[config.mk]
export PLATFORM = sky130hd
export DESIGN_NAME = lpp_ctrl
export DESIGN_NICKNAME = d
export VERILOG_FILES = /design/src/sv/lpp_pkg.sv /design/src/sv/lpp_ctrl.sv
export SDC_FILE = /design/constraint.sdc
export NUM_CORES = 1
export LEC_CHECK = 0
export BUFFER_PORTS_ARGS = -buffer_cell sky130_fd_sc_hd__buf_2
export CAP_MARGIN = 30
export CORE_MARGIN = 1
export CORE_UTILIZATION = 35
export CTS_CLUSTER_SIZE = 10
export DETAILED_ROUTE_END_ITERATION = 10
export SLEW_MARGIN = 10
export SYNTH_ARGS = -nofsm -noshare
export SYNTH_HDL_FRONTEND = slang
export SYNTH_SLANG_ARGS = --single-unit
[constraint.sdc]
create_clock -name clock -period 1.35 [get_ports clock]
set_input_delay 0.0675 -clock clock [delete_from_list [all_inputs] [get_ports clock]]
set_output_delay 0.0675 -clock clock [all_outputs]
set_load 0.005 [all_outputs]
[src/sv/lpp_pkg.sv]
`timescale 1ns / 1ps
`default_nettype none
// shared types and constants for the lifted product parity entry block
package lpp_pkg;

   localparam int LIFT_W     = 7;
   localparam int DIM_W      = 4;
   localparam int IDX_W      = 13;
   localparam int EXP_W      = 6;
   localparam int CSR_IDX_W  = 3;
   localparam int CSR_DATA_W = 7;

   localparam int PROD_W = 2 * DIM_W;
   localparam int SUM_W  = PROD_W + 1;
   localparam int LIM_W  = LIFT_W + SUM_W;

   localparam int DEF_MAX_LIFT = 64;
   localparam int DEF_MAX_DIM  = 8;

   localparam logic [LIFT_W-1:0] LIFT_RESET = LIFT_W'(64);
   localparam logic [DIM_W-1:0]  DIM_RESET  = DIM_W'(1);

   // two quotient bits per cycle
   localparam int DIV_CYCLES = (IDX_W + 1) / 2;
   localparam int DIV_PAD_W  = 2 * DIV_CYCLES;
   localparam int DIV_CNT_W  = $clog2(DIV_CYCLES);

   typedef enum logic [1:0] {
      REQ_TOGGLE_A = 2'd0,
      REQ_TOGGLE_B = 2'd1,
      REQ_QUERY_X  = 2'd2,
      REQ_QUERY_Z  = 2'd3
   } lpp_req_kind_type;

   typedef enum logic [CSR_IDX_W-1:0] {
      CSR_LIFT_SIZE = 3'd0,
      CSR_A_ROWS    = 3'd1,
      CSR_A_COLS    = 3'd2,
      CSR_B_ROWS    = 3'd3,
      CSR_B_COLS    = 3'd4
   } lpp_csr_type;

   typedef enum logic {
      RSP_OK      = 1'b0,
      RSP_INVALID = 1'b1
   } lpp_status_type;

   typedef struct packed {
      logic capture;
      logic div_load1;
      logic div_load2;
      logic div_step;
      logic tog_read;
      logic query_read;
      logic tog_write;
      logic res_bad;
      logic res_query;
      logic res_toggle;
   } lpp_cmd_type;

   typedef struct packed {
      logic is_toggle;
      logic ok;
   } lpp_sts_type;

endpackage
`default_nettype wire

[src/sv/lpp_ctrl.sv]
`timescale 1ns / 1ps
`default_nettype none
// controller: request sequencing and result handshake
module lpp_ctrl (
   input  wire logic                 clock,
   input  wire logic                 reset,
   input  wire logic                 req_valid,
   output logic                      req_ready,
   output logic                      rsp_valid,
   input  wire logic                 rsp_ready,
   input  wire lpp_pkg::lpp_sts_type sts,
   output lpp_pkg::lpp_cmd_type      cmd
);
   import lpp_pkg::*;

   typedef enum logic [3:0] {
      S_IDLE,
      S_SETUP1,
      S_SETUP2,
      S_CHECK,
      S_DIV1,
      S_LOAD2,
      S_DIV2,
      S_LOOKUP,
      S_QRES,
      S_TWR
   } state_type;

   state_type            state_ff, state_in;
   logic [DIV_CNT_W-1:0] cnt_ff, cnt_in;
   logic                 rsp_valid_ff, rsp_valid_in;
   logic                 slot_free, last;

   always_comb begin
      slot_free    = !rsp_valid_ff || rsp_ready;
      last         = (cnt_ff == DIV_CNT_W'(DIV_CYCLES - 1));
      state_in     = state_ff;
      cnt_in       = cnt_ff;
      rsp_valid_in = rsp_valid_ff && !rsp_ready;
      cmd          = '0;
      req_ready    = 1'b0;
      unique case (state_ff)
         S_IDLE: begin
            req_ready   = 1'b1;
            cmd.capture = req_valid;
            if (req_valid) begin
               state_in = S_SETUP1;
            end
         end
         S_SETUP1: state_in = S_SETUP2;
         S_SETUP2: state_in = S_CHECK;
         S_CHECK: begin
            if (!sts.ok) begin
               if (slot_free) begin
                  cmd.res_bad  = 1'b1;
                  rsp_valid_in = 1'b1;
                  state_in     = S_IDLE;
               end
            end else if (sts.is_toggle) begin
               cmd.tog_read = 1'b1;
               state_in     = S_TWR;
            end else begin
               cmd.div_load1 = 1'b1;
               cnt_in        = '0;
               state_in      = S_DIV1;
            end
         end
         S_DIV1: begin
            cmd.div_step = 1'b1;
            cnt_in       = cnt_ff + DIV_CNT_W'(1);
            if (last) begin
               state_in = S_LOAD2;
            end
         end
         S_LOAD2: begin
            cmd.div_load2 = 1'b1;
            cnt_in        = '0;
            state_in      = S_DIV2;
         end
         S_DIV2: begin
            cmd.div_step = 1'b1;
            cnt_in       = cnt_ff + DIV_CNT_W'(1);
            if (last) begin
               state_in = S_LOOKUP;
            end
         end
         S_LOOKUP: begin
            cmd.query_read = 1'b1;
            state_in       = S_QRES;
         end
         S_QRES: begin
            if (slot_free) begin
               cmd.res_query = 1'b1;
               rsp_valid_in  = 1'b1;
               state_in      = S_IDLE;
            end
         end
         S_TWR: begin
            if (slot_free) begin
               cmd.tog_write  = 1'b1;
               cmd.res_toggle = 1'b1;
               rsp_valid_in   = 1'b1;
               state_in       = S_IDLE;
            end
         end
         default: state_in = S_IDLE;
      endcase
   end

   always_ff @(posedge clock) begin
      if (reset) begin
         state_ff     <= S_IDLE;
         cnt_ff       <= '0;
         rsp_valid_ff <= 1'b0;
      end else begin
         state_ff     <= state_in;
         cnt_ff       <= cnt_in;
         rsp_valid_ff <= rsp_valid_in;
      end
   end

   assign rsp_valid = rsp_valid_ff;

endmodule
`default_nettype wire

* Word level (Yosys, flattened, before mapping)
Cells that the tools add are included.
** Storage, ports and cells
- Logic and storage cells :: 58
- Input port bits :: 6
- Flip-flop bits (word level) :: 8
** Cells by class
- Add/sub/neg operators :: 1
- Eq/ne operators :: 15
- Reduce and logical (&&, ||, !) cells :: 10
- Muxes and demuxes :: 29
** Operators with widths (number)
- $pmux W4 S9 :: 1
- $mux W4 :: 6
- $mux W1 :: 18
- $eq A4 B3 Y1 const B :: 4
- $ne A2 B2 Y1 const B :: 5
- $pmux W3 S3 :: 1
- $eq A4 B2 Y1 const B :: 2
- $eq A4 B4 Y1 const B :: 2
- $mux W3 :: 2
- $reduce_and A3 Y1 :: 2
- $eq A4 B1 Y1 const B :: 1
- $logic_not A4 Y1 :: 1
- $reduce_or A2 Y1 :: 2
- $add A3 B1 Y3 const B :: 1
- $eq A3 B3 Y1 const B :: 1
- $reduce_bool A3 Y1 :: 1
- $logic_not A1 Y1 :: 2
- $pmux W1 S2 :: 1
- $logic_and A1 B1 Y1 :: 1
- $logic_or A1 B1 Y1 :: 1

* Longest topological paths before layout
- Word-level depth :: 5
- Depth in mapped cells :: 5
- Depth with buffers taken out :: 5

* Worst setup path after synthesis
OpenSTA, ideal clock, no wires.
- Path kind :: flip-flop to output port
- From :: reg state_ff[1]
- To :: out cmd[3] in the netlist's numbering
- Stages on the path, launching flop included :: 6
- Data arrival time :: 1.200 ns
- Slack :: 0.082 ns
- Path buffers :: 2
- Cell sequence :: dfxtp_1 > buf_4 > nor2_1 > nand2_1 > nor3b_1 > buf_4
** RTL lines
- from (decl) :: line lpp_ctrl.sv:29 : state_type state_ff, state_in;
- from (signal assigned) :: line lpp_ctrl.sv:116 : state_ff <= state_in;
- to (decl) :: line lpp_ctrl.sv:12 : output lpp_pkg::lpp_cmd_type cmd

==> results.md <==
* Final Wtd Congestion at 0.8321
* Setup total negative slack at -24.34 ps
* Worst Reg-to-Reg Cells at 5
* P_leak at ~0.38 nW
* Largest net degree at the start of global routing at 10
* Met1 Resource Use GR at 0.2369
* HP Class: input port to flip-flop
* Cell area after synthesis at 629.4 um^2
* GRT Total Usage at 0.1838
* Core area at approximately 0.0016 mm^2
* Syn-to-layout area delta at 42.54%
* Yosys cell types at 37
* Status: complete, but fails checks
* CP Class: flip-flop to output pin
* Dpl cell area at around 800 um^2
* Worst Tran Pin Value at 399.2 ps
* PwrDens at 694.2 mW/mm^2
* Drt first-iter violations at 15
* Vias per std cell at 5.128
* Crit path DAT at 1310 ps
* Drc violations at 0
* Cells after Synth at 73
* Critical path endpoint category: output pin
* CTS Sinks at 8
* Worst vdd ir at 0.5334 mV
* Clk Latency, worst-skew pair at 260 ps
* Met3 Usage GRT at 0.02449
* Yosys synthesis warning count at 0
* Avg WL per Cell at 12.36 um
* Seq/Total Area, Yosys at 0.2545
* Max_cap viols at 0
* Setup ws final at -24.34 ps
* Post-layout minimum cycle time at approximately 1400 ps
* Final #Nets at between 100 and 150
* GRT overflow at 0
* Hold Fails Final Rpt at 0
* Cell row count at 14
* Most used routing layer: met2
* Top FF cell, synth: dfxtp_1
* Worst Path Required at 1280 ps
* CTS Buffer Depth at 2
* Fin area at 897.1 um^2
* Synthesized flop and latch total at 8
* Total power at 622.8 uW
* Synthesized Nets at 81
* Via Count at 641
* Htree depth at 1
* CTS Hold Bufs at 0
* Hold path depth at 2
* Largest fanout on the critical path at 4
* Initial Utilization at 0.3948
* TritonRoute pass-1 iters at 4
* Pins Over Slew Limit at 0
* Ant diodes at 0
* Die area at 0.001972 mm^2
* Initial antenna violation count at 0
* Post-synthesis async set-or-reset flop share at 0
* Max Freq at 727.6 MHz
* Util after Layout at 0.5628
* Die height at 44.41 um
* # setup viols final at 1
* Final antenna-violating net count at 0
* Vias in the first global route at 622
* Global-route wire length before repair at 2.649 mm
* Post-synth EDFFs at 0
* Synthesized area per cell at 8.621 um^2
* Crit share post-route at 1.018
* Number of I/O pins at 18
* Dpl ws at 70.93 ps
* Setup Skew at 0.1811 ps
* Failing checks: setup timing
* CTS root buf: clkbuf_4
* Met2 usage at 0.2912
* Slew margin rel. at 0.7301
* CTS buffer count at 3
* Reg clk slew, reported paths at 50 ps
* RSZ-0062 raised after global routing: yes
* WL final at 1.545 mm
* PortBufs at 17
* CTS tree: yes
* Layout cells sized above 1 at 0.5248
* CP startpoint kind: flip-flop
* Die width at 44.41 um
* Final HPWL DP at 1.130 mm
[cells in the final DEF (no fill, tap or decap), types with 3 or more instances in the layout]
cell      instances
buf_4            12
dfxtp_4           3
nand2_1           3
nor2_1            7
dfxtp_1           3
nor2b_1           4
clkbuf_4          3
buf_2            17
inv_1             5
nor3b_2           3
[what timing repair did]
action	4_1_cts	5_1_grt
gates resized for setup	9	7
buffers inserted	2	0
endpoints found under the setup margin	7	10
pin swaps	2	2
[cell usage after synthesis (2+ instances only)]
cell,n,area (um^2)
nor2_1,8,30.03
nand2_1,3,11.26
ha_1,2,25.02
nor3b_1,3,22.52
a31oi_1,2,12.51
dfxtp_1,8,160.2
o21bai_1,2,15.01
nor2b_1,4,25.02
buf_4,4,30.03
a21oi_1,2,10.01
nand3_1,2,10.01
nor3_1,2,10.01
inv_1,5,18.77
nand2b_1,2,12.51
nor3b_2,2,25.02
[worst max-delay path, cell delays in order, from the launching register on]
cell       delay (ps)
dfxtp_2           340
buf_6             120
nand4bb_4         190
or2_4             250
inv_1              50
buf_2             100
[state kept, by name (all words and copies together), names as in the netlist]
register   flops
cnt_ff         3
rsp_valid      1
state_ff       4
[path summary, 6_finish.rpt]
check             slack [ps]           to   startpoint
hold / removal            90    cnt_ff[2]        reset
setup reg to reg          30  state_ff[0]  state_ff[3]
setup / recovery         -20       cmd[5]  state_ff[3]
hold reg to reg          520    cnt_ff[2]    cnt_ff[2]
[layer usage]
layer / vias up / wire length [um]
met3: 5 / 50
met5: - / 0
met2: 14 / 710
met4: 0 / 34
met1: 301 / 749
li1: 321 / -
[logic make-up (layout without fill, tap and decap cells)]
logic type | count (synthesis) | after routing | share of synthesized area
flip-flops | 8 | 8 | 0.2545
AO/OA/AOI/OAI | 13 | 13 | 0.1610
multiplexers | 1 | 1 | 0.01591
buffers and inverters | 11 | 39 | 0.09144
AND/OR/NAND/NOR | 38 | 38 | 0.4374
adder cells (fa/ha/maj) | 2 | 2 | 0.03976
[final cells by class]
class	count	area [um^2]
well taps	24	30.03
clock buffers	3	22.52
flip-flops and latches	8	173.9
fillers	149	696.9
multi-input cells	54	454.2
inverters	5	18.77
repair buffers	31	197.7
[metrics by stage]
step / hold slack, ps / cells
6_report: 94.80 / 125
5_1_grt: 97.67 / 125
4_1_cts: 90.22 / 125
3_5_place_dp: 367.5 / 120
3_3_place_gp: 363.4 / 120
2_1_floorplan: 171.5 / 73
[where the power goes]
| group | switching [mW] | total (mW) | internal, mW |
|---|---|---|---|
| clock network | 0.0861 | 0.188 | 0.102 |
| registers | 0.0214 | 0.268 | 0.247 |
| logic | 0.0760 | 0.167 | 0.0906 |
Note: power is estimated with default switching activity, not from simulation.
